--- config.mk ---
export PLATFORM = sky130hd
export DESIGN_NAME = wdd_divider
export DESIGN_NICKNAME = d
export VERILOG_FILES = /design/src/hw/rtl/wdd_pkg.sv /design/src/hw/rtl/wdd_divider.sv
export SDC_FILE = /design/constraint.sdc
export NUM_CORES = 1
export LEC_CHECK = 0
export ABC_AREA = 0
export BUFFER_PORTS_ARGS = -buffer_cell sky130_fd_sc_hd__buf_2
export CORE_UTILIZATION = 45
export CTS_CLUSTER_SIZE = 24
export DETAILED_ROUTE_END_ITERATION = 7
export GPL_TIMING_DRIVEN = 0
export PLACE_DENSITY_LB_ADDON = 0.25
export SLEW_MARGIN = 10
export SYNTH_ARGS = -nofsm -noshare
export SYNTH_HDL_FRONTEND = slang
export SYNTH_SLANG_ARGS = --single-unit
--- constraint.sdc ---
create_clock -name clock -period 5.4 [get_ports clock]
set_input_delay 0.54 -clock clock [delete_from_list [all_inputs] [get_ports clock]]
set_output_delay 0.54 -clock clock [all_outputs]
set_load 0.005 [all_outputs]
--- src/hw/rtl/wdd_pkg.sv ---
// wdd_pkg: shared constants, codes and control/status types of the drawdown detector
// no dependencies; every other file refers to it by scoped names
`default_nettype none

package wdd_pkg;

   // history depth per side and derived counter width
   localparam int WINDOW_DEPTH = 64;
   localparam int CNT_W        = $clog2(WINDOW_DEPTH + 1);

   // field widths
   localparam int ACT_W   = 2;
   localparam int PRICE_W = 16;
   localparam int TIME_W  = 32;
   localparam int FRAC_W  = 17;
   localparam int WIN_W   = 16;
   localparam int SIDE_W  = 2;

   // window span in ms: 16-bit seconds times 1000 fits in 26 bits
   localparam int MS_PER_SEC = 1000;
   localparam int SPAN_W     = 26;

   // serial divider: one quotient bit per step below the integer bit
   localparam int DIV_STEPS = PRICE_W;
   localparam int STEP_W    = $clog2(DIV_STEPS);

   // csr port
   localparam int CSR_AW = 3;
   localparam int CSR_DW = 32;

   localparam logic [FRAC_W-1:0] THR_RESET = 17'd6554;
   localparam logic [WIN_W-1:0]  WIN_RESET = 16'd60;

   // action codes
   localparam logic [ACT_W-1:0] ACT_ADD    = 2'd0;
   localparam logic [ACT_W-1:0] ACT_DETECT = 2'd1;
   localparam logic [ACT_W-1:0] ACT_CLEAR  = 2'd2;

   // price side of an add
   localparam logic PRICE_UP   = 1'b0;
   localparam logic PRICE_DOWN = 1'b1;

   // reported side codes
   localparam logic [SIDE_W-1:0] SIDE_NONE = 2'd0;
   localparam logic [SIDE_W-1:0] SIDE_UP   = 2'd1;
   localparam logic [SIDE_W-1:0] SIDE_DOWN = 2'd2;

   // register indexes
   localparam logic REG_THR = 1'b0;
   localparam logic REG_WIN = 1'b1;

   typedef struct packed {
      logic add;
      logic rotate;
      logic clear;
      logic scan;
      logic first;
   } chain_ctl_type;

   typedef struct packed {
      logic               ok;
      logic [PRICE_W-1:0] peak;
      logic [PRICE_W-1:0] latest;
   } chain_stat_type;

endpackage

`default_nettype wire

--- src/hw/rtl/wdd_divider.sv ---
// wdd_divider: restoring divider giving floor(diff * 65536 / peak), one bit per cycle
// depends on wdd_pkg; requires diff <= peak and peak != 0
`default_nettype none

module wdd_divider (
   input  logic                        clock,
   input  logic                        reset,
   input  logic                        start,
   input  logic [wdd_pkg::PRICE_W-1:0] diff,
   input  logic [wdd_pkg::PRICE_W-1:0] peak,
   output logic                        done,
   output logic [wdd_pkg::FRAC_W-1:0]  quotient
);

   logic                        busy_ff, busy_in;
   logic                        done_ff, done_in;
   logic [wdd_pkg::STEP_W-1:0]  step_ff, step_in;
   logic [wdd_pkg::PRICE_W:0]   rem_ff, rem_in, shifted;
   logic [wdd_pkg::FRAC_W-1:0]  quo_ff, quo_in;
   logic [wdd_pkg::PRICE_W-1:0] den_ff, den_in;
   logic                        ge;

   always_comb begin
      busy_in = busy_ff;
      done_in = 1'b0;
      step_in = step_ff;
      rem_in  = rem_ff;
      quo_in  = quo_ff;
      den_in  = den_ff;
      shifted = {rem_ff[wdd_pkg::PRICE_W-1:0], 1'b0};
      ge      = 1'b0;
      if (start) begin
         // integer bit: set only when the latest price is zero
         ge      = (diff >= peak);
         rem_in  = ge ? {1'b0, diff - peak} : {1'b0, diff};
         quo_in  = {{(wdd_pkg::FRAC_W-1){1'b0}}, ge};
         den_in  = peak;
         step_in = '0;
         busy_in = 1'b1;
      end else if (busy_ff) begin
         ge      = (shifted >= {1'b0, den_ff});
         rem_in  = ge ? (shifted - {1'b0, den_ff}) : shifted;
         quo_in  = {quo_ff[wdd_pkg::FRAC_W-2:0], ge};
         step_in = step_ff + wdd_pkg::STEP_W'(1);
         if (step_ff == wdd_pkg::STEP_W'(wdd_pkg::DIV_STEPS - 1)) begin
            busy_in = 1'b0;
            done_in = 1'b1;
         end
      end
   end

   always_ff @(posedge clock) begin
      if (reset) begin
         busy_ff <= 1'b0;
         done_ff <= 1'b0;
         step_ff <= '0;
      end else begin
         busy_ff <= busy_in;
         done_ff <= done_in;
         step_ff <= step_in;
      end
   end

   always_ff @(posedge clock) begin
      rem_ff <= rem_in;
      quo_ff <= quo_in;
      den_ff <= den_in;
   end

   assign done     = done_ff;
   assign quotient = quo_ff;

endmodule

`default_nettype wire

==> results of run 1 <==
## routing by layer
layer,global-route usage [%],up-vias
li1,-,1596
met1,27.23,1443
met2,32.14,60
met3,2.552,11
met4,7.214,0
met5,0,-
## cell usage after synthesis, types with 2 or more instances
| master | number |
|---|---|
| a211oi_1 | 2 |
| a21boi_0 | 3 |
| a21o_1 | 8 |
| a21oi_1 | 18 |
| a22oi_1 | 2 |
| a311oi_1 | 2 |
| a31oi_1 | 5 |
| a41oi_1 | 2 |
| and2_1 | 3 |
| and3_1 | 4 |
| and4_1 | 2 |
| buf_1 | 2 |
| buf_4 | 3 |
| clkbuf_1 | 6 |
| dfxtp_1 | 22 |
| edfxtp_1 | 33 |
| fa_1 | 2 |
| ha_1 | 33 |
| inv_1 | 35 |
| mux2i_1 | 50 |
| nand2_1 | 17 |
| nand2b_1 | 5 |
| nand3_1 | 9 |
| nand4_1 | 2 |
| nor2_1 | 37 |
| nor2b_1 | 5 |
| nor3_1 | 12 |
| o211ai_1 | 4 |
| o21a_1 | 11 |
| o21ai_0 | 5 |
| o21ai_1 | 7 |
| o31a_1 | 4 |
| or3_1 | 4 |
| xnor2_1 | 14 |
| xor2_1 | 9 |
## through the flow
| stage | hold WS (ns) | area (sq um) | setup WS, ns |
|---|---|---|---|
| 6_report | 0.4032 | 4415 | 2.082 |
| 5_1_grt | 0.3921 | 4415 | 1.829 |
| 4_1_cts | 0.3936 | 4415 | 2.086 |
| 3_5_place_dp | 0.4642 | 4325 | 2.015 |
| 3_3_place_gp | 0.4536 | 4325 | 2.043 |
| 2_1_floorplan | 0.4403 | 3934 | 2.487 |
## worst min path at each step
stage | endpoint | cells past startpoint
after CTS | den_ff[2] | 1
final | den_ff[4] | 1
after global placement | done | 2
after detailed placement | done | 2
after floorplan | done | 2
after global routing | den_ff[2] | 1
## layout make-up
class	instances	share of cell area, %
Timing Repair Buffer	52	5.894
Tap cell	105	2.975
Multi-Input combinational cell	301	52.31
Clock buffer	6	1.644
Buffer	12	1.303
Sequential cell	55	32.42
Inverter	36	3.060
Clock inverter	2	0.3967
## logic make-up (layout without fill, tap and decap cells)
kind of cell / after synthesis / count (layout) / synth area share (%)
AOI/OAI and AO/OA: 87 / 87 / 16.13
xor gates and xnor gates: 23 / 23 / 5.121
adders and majority gates: 35 / 35 / 11.51
buffers and inverters: 48 / 108 / 4.898
DFF: 55 / 55 / 36.39
muxes: 52 / 52 / 13.30
and+or+nand+nor: 104 / 104 / 12.66
## power groups by stage
stage / clock (W) / sequential, W / combinational [W]
2_1_floorplan: 0 / 0.000583 / 0.000738
3_3_place_gp: 0 / 0.000591 / 0.000930
3_5_place_dp: 0 / 0.000593 / 0.000947
4_1_cts: 0.000238 / 0.000584 / 0.000953
5_1_grt: 0.000251 / 0.000594 / 0.00107
6_report: 0.000234 / 0.000584 / 0.000956
## placed cells by master, fill, tap and decap left out, drive strengths merged, types with 5 or more instances in the layout
cell	instances
buf	58
mux2i	50
nor2	37
inv	36
ha	33
edfxtp	33
dfxtp	22
a21oi	19
nand2	17
xnor2	14
nor3	12
clkbuf	12
o21ai	12
o21a	11
nand3	9
xor2	9
a21o	8
nor2b	5
a31oi	5
nand2b	5
## registers in the layout, summed over array words and instances (netlist names)
register and cells:
den_ff 16, rem_ff 16, done 1, busy_ff 1
step_ff 4, quotient 17
==> run_results.csv, run 1 <==
group,metric,value,unit
global_route,grt_first_pass_wirelength,13790,um
synth,synth.avg_cell_area,9.737,sq um
worst_setup_path,crit_chain,"ha_1, a21o_1, a31oi_1, o21ai_1, o31ai_2, o211ai_1, and2_1, buf_2, buf_4, a31oi_1, mux2i_1",
die,coreArea,0.008341,sq mm
worst_setup_path,r2r_start,"rem_ff[3]",
drt,wl_met3,252,um
pwr,p_per_area,402.0,mW/mm^2
drt,routed_wl,8299,um
drt,ant_nets,0,
min_path,hp-start,"peak[4]",
worst_setup_path,required,5.47,ns
worst_setup_path,cp_top_family,"compound AO/OA/AOI/OAI gates",
worst_setup_path,cp-endpoint,"rem_ff[4]",
synth,synthFlopType,"edfxtp_1",
sta,period_minus_slack,3.318,ns
cells_and_area,layout.nets,533,
drt,vias,3110,
job,max_cap_viol_count,0,
sta,period_share,61.45,%
clock_network,cts-resized-gates,0,
drt,viasPerCell,5.466,
global_route,grt_pass1_vias,2890,
sta,fmax,0.3014,GHz
worst_setup_path,r2r_cells,11,
worst_setup_path,critical_path_peak_fanout,10,
sta,maxSlewHeadroom,56.12,%
sta,setup_viol,0,
cells_and_area,final_util,52.94,%
sta,slew_violations,0,
cells_and_area,fill_cells,769,
pwr,clkPwrFrac,13.2,%
pwr,total_leakage_power,2.050,nW
sta,hold_viol_final,0,
sta,finalClockSkew,0.01416,ns
cells_and_area,diodes,0,
placed_design,place_inst,561,
synth,yosysUniqueCellTypes,57,
clock_network,path_clk_slew,0.11,ns
pwr,p_int,0.001062,W
worst_setup_path,path_class,"reg2reg",
synth,synth_top_area_share,25.19,%
worst_setup_path,cp_slowest_cell,"o31ai_2",
pwr,p_total,0.001775,W
sta,tightest_slew,0.6582,ns
clock_network,numCtsBuffers,5,
worst_setup_path,crit_start,"rem_ff[3]",
synth,ys_ff_latch,55,
clock_network,cts_setup_buffers,0,
sta,grt_setup_unrepaired,"no",
drt,firstDrtPassIters,4,
pwr,peakVddDrop,151.4,uV
cells_and_area,seqCellArea,0.001431,sq mm
clock_network,cts-root-buf,"clkbuf_8",
clock_network,clockBufferDepth,2,
cells_and_area,area_delta_synth_final,12.25,%
synth,synth_area,0.003934,sq mm
die,rows,33,
placed_design,gp_congestion,0.8376,
die,dieArea,0.009119,sq mm
drt,drt_iter0_drc,180,
placed_design,dpl.hpwl,6678,um
global_route,grt_max_degree,19,
worst_setup_path,critPathArrivalTime,3.38,ns
min_path,hp-class,"in2reg",
cells_and_area,multi_input_area,0.002310,sq mm
worst_setup_path,endpoint_kind,"flop",
die,start_util,47.16,%
drt,routed-wl-met2,3757,um
synth,synth.largest_area_cell,"edfxtp_1",
worst_setup_path,worstSetupPathDepth,11,
worst_setup_path,worstSetupStartpointType,"flop",
die,io_pins,53,
worst_setup_path,ff2ff_setup_slack,2.08,ns
worst_setup_path,cp.buffers_inverters,2,
clock_network,cts_tree,"yes",
drt,met1Wirelength,4160,um
synth,async_reset_ff_share,0,%
worst_setup_path,max_stage_delay,0.46,ns
pwr,swShare,40.18,%
cells_and_area,drive_above_1_share,15.30,%
synth,synth-edff-count,33,
synth,ys_top_cells_by_area,"edfxtp_1, mux2i_1, dfxtp_1",
drt,routedWlPerCell,14.59,um
die,chipWidth,95.50,um
clock_network,cts.htree.levels,2,
cells_and_area,instances_no_fill,569,
drt,remaining_drc_errors,0,
drt,highest_layer,"met4",
die,die_h,95.50,um
sta,fin_setup_tns,0,ns
pwr,p_seq_share,32.9,%
run_status,outcome,"complete, no violations",
worst_setup_path,crit_top_cell,"a31oi_1",
clock_network,cts_hold_buf,0,
clock_network,numClockSinks,55,
placed_design,io_buffers,52,
global_route,globalRoute.totalOverflow,0,
synth,yosysWarnings,0,
pwr,pwr-share-comb,53.9,%
synth,synth_cells,404,
global_route,gr-usage-all-layers,19.91,%
synth,syn_nets,474,
worst_setup_path,rr_endpoint,"rem_ff[4]",
clock_network,clk_latency,0.32,ns
global_route,grt_antenna_before_repair,0,
pwr,p_switching,0.0007131,W
synth,ys_seq_area_share,36.39,%
(Power assumes the default switching activity.)
==> run 2: changes to the inputs <==
--- a/config.mk
+++ b/config.mk
@@ -5,7 +5,7 @@
 export SDC_FILE = /design/constraint.sdc
 export NUM_CORES = 1
 export LEC_CHECK = 0
-export ABC_AREA = 0
+export ABC_AREA = 1
 export BUFFER_PORTS_ARGS = -buffer_cell sky130_fd_sc_hd__buf_2
 export CORE_UTILIZATION = 45
 export CTS_CLUSTER_SIZE = 24
==> constraint.sdc (replaced) <==
create_clock -name clock -period 2.9 [get_ports clock]
set_input_delay 0.29 -clock clock [delete_from_list [all_inputs] [get_ports clock]]
set_output_delay 0.29 -clock clock [all_outputs]
set_load 0.005 [all_outputs]
==> run 2 against run 1 <==
Die area rose by 19%; cell area rose by 18%; combinational power rose by 60%; clock power rose by 79%; worst setup slack got worse by 1.4 ns; synthesized cell count rose by 78%; fmax rose by 50%; cell count rose by 61%; synthesized area rose by 19%; utilization fell by 0.64 points; critical endpoint unchanged; largest cell class unchanged; largest power group unchanged.
==> run_results.csv, run 2 <==
group,metric,value,unit
global_route,grt_pass1_vias,4295,
synth,synth_area,0.004689,sq mm
die,io_pins,53,
placed_design,dpl.hpwl,9550,um
cells_and_area,final_cell_mix,"nand2_1, inv_1, nor2_1, nand3_1, buf_2",
worst_setup_path,worstSetupStartpointType,"flop",
sta,tightest_slew,0.7096,ns
cells_and_area,largest_reg_flops,17,
min_path,min_path_cells,2,
placed_design,io_buffers,52,
synth,yosysWarnings,0,
worst_setup_path,path_class,"reg2reg",
sta,hold_viol_final,0,
sta,worst_slack,0.6908,ns
pwr,peakVddDrop,195.8,uV
drt,met1Wirelength,5244,um
drt,vias,4471,
job,max_cap_viol_count,0,
synth,ys_ff_latch,55,
clock_network,cts.htree.levels,2,
die,coreArea,0.009955,sq mm
synth,synth_cells,721,
die,rows,36,
synth,synth.avg_cell_area,6.504,sq um
clock_network,numClockSinks,55,
worst_setup_path,r2r_cells,10,
clock_network,clockBufferDepth,2,
synth,synth_most_common_cell,"nand2_1",
cells_and_area,drive_above_1_share,11.78,%
clock_network,clk_latency,0.31,ns
synth,synth.largest_area_cell,"edfxtp_1",
sta,period_minus_slack,2.209,ns
clock_network,cts_setup_buffers,0,
synth,async_reset_ff_share,0,%
cells_and_area,fill_cells,987,
sta,grt_setup_unrepaired,"no",
drt,routedWlPerCell,12.43,um
sta,maxSlewHeadroom,52.58,%
drt,routed_wl,11360,um
worst_setup_path,required,2.97,ns
clock_network,cts-root-buf,"clkbuf_8",
pwr,total_leakage_power,2.895,nW
drt,remaining_drc_errors,0,
run_status,outcome,"complete, no violations",
synth,ys_seq_area_share,30.52,%
clock_network,cts-resized-gates,0,
global_route,grt_first_pass_wirelength,19320,um
sta,slew_violations,0,
sta,fin_setup_tns,0,ns
drt,firstDrtPassIters,5,
die,die_h,104.1,um
sta,finalClockSkew,0.01247,ns
die,dieArea,0.01083,sq mm
drt,viasPerCell,4.892,
worst_setup_path,critPathArrivalTime,2.28,ns
synth,syn_nets,791,
sta,setup_viol,0,
placed_design,dp_slack,0.4335,ns
drt,wl_met3,387,um
global_route,gr-usage-all-layers,21.88,%
synth,ys_top_cells_by_area,"edfxtp_1, nand2_1, inv_1",
drt,highest_layer,"met4",
sta,period_share,76.18,%
min_path,hp-class,"in2reg",
cells_and_area,area_delta_synth_final,11.02,%
synth,synth-edff-count,33,
clock_network,cts_hold_buf,0,
pwr,p_per_area,571.1,mW/mm^2
clock_network,cts_tree,"yes",
worst_setup_path,critical_path_peak_fanout,10,
placed_design,gp_congestion,0.9690,
synth,synth_commonest_cells,"nand2_1, inv_1, nand3_1, nor2_1",
synth,synthFlopType,"edfxtp_1",
synth,yosysUniqueCellTypes,36,
global_route,grt_max_degree,18,
die,chipWidth,104.1,um
die,start_util,47.11,%
clock_network,numCtsBuffers,5,
sta,fmax,0.4526,GHz
drt,drt_iter0_drc,161,
global_route,grt_antenna_before_repair,0,
cells_and_area,final_common_cell,"nand2_1",
worst_setup_path,endpoint_kind,"flop",
global_route,globalRoute.totalOverflow,0,
cells_and_area,diodes,0,
drt,routed-wl-met2,5388,um
cells_and_area,layout.nets,850,
cells_and_area,final_util,52.30,%
synth,synth_top_area_share,21.13,%
drt,ant_nets,0,
clock_network,path_clk_slew,0.10,ns
==> run 2: cell families after synthesis <==
logic type      count (synthesis)  synth area share (%)
flops                          55                 30.52
simple gates                  424                 39.81
fa+ha+maj                      35                 9.659
compound gates                 41                 4.723
buf+inv                       153                 12.86
xor+xnor                       13                 2.428
==> run 2: worst max-delay path, stage by stage (launching register included) <==
cell and delay [ns]:
edfxtp_1 0.41, ha_1 0.42, a21oi_2 0.18, nor2_1 0.05, nor2_1 0.11, nand2_1 0.08, nor2_2 0.22, buf_4 0.23
nand3b_1 0.09, nand3_1 0.11, nand2_1 0.05
==> run 2: final timing paths <==
path,end,start,slack [ns]
setup / recovery,rem_ff[4],rem_ff[13],0.69
setup reg to reg,rem_ff[4],rem_ff[13],0.69
hold reg to reg,step_ff[1],step_ff[1],0.50
hold / removal,busy_ff,reset,0.13
==> run 2: per-stage QoR <==
stage,cell area (sq um),hold slack (ns),cells,total power (W)
CTS,5206,0.1125,914,0.002980
global placement,5116,0.4587,906,0.002517
detailed placement,5116,0.4602,906,0.002559
finish,5206,0.1296,914,0.002973
global route,5206,0.1342,914,0.003249
floorplan,4690,0.3591,721,0.002195
==> run 2: per-layer routing <==
layer	track usage (%)	up-vias
met2	38.67	90
met4	9.388	0
met5	0	-
met1	27.40	2000
li1	-	2361
met3	1.504	20
==> run 2: report_power, final <==
group / leakage (nW) / switching (W) / internal (W)
Sequential: 0.509 / 0.0000562 / 0.000971
Clock: 0.0454 / 0.000246 / 0.000174
Combinational: 2.34 / 0.000955 / 0.000572
Total: 2.90 / 0.00126 / 0.00172
==> run 2: layout make-up <==
class / count / area (sq um) / area share, %
multi-input combinational: 513 / 2655 / 51.00
sequential: 55 / 1431 / 27.49
inverter: 138 / 518.0 / 9.950
timing repair buffer: 52 / 260.3 / 4.999
tap: 133 / 166.4 / 3.196
buffer: 15 / 85.08 / 1.634
clock buffer: 6 / 72.57 / 1.394
clock inverter: 2 / 17.52 / 0.3365
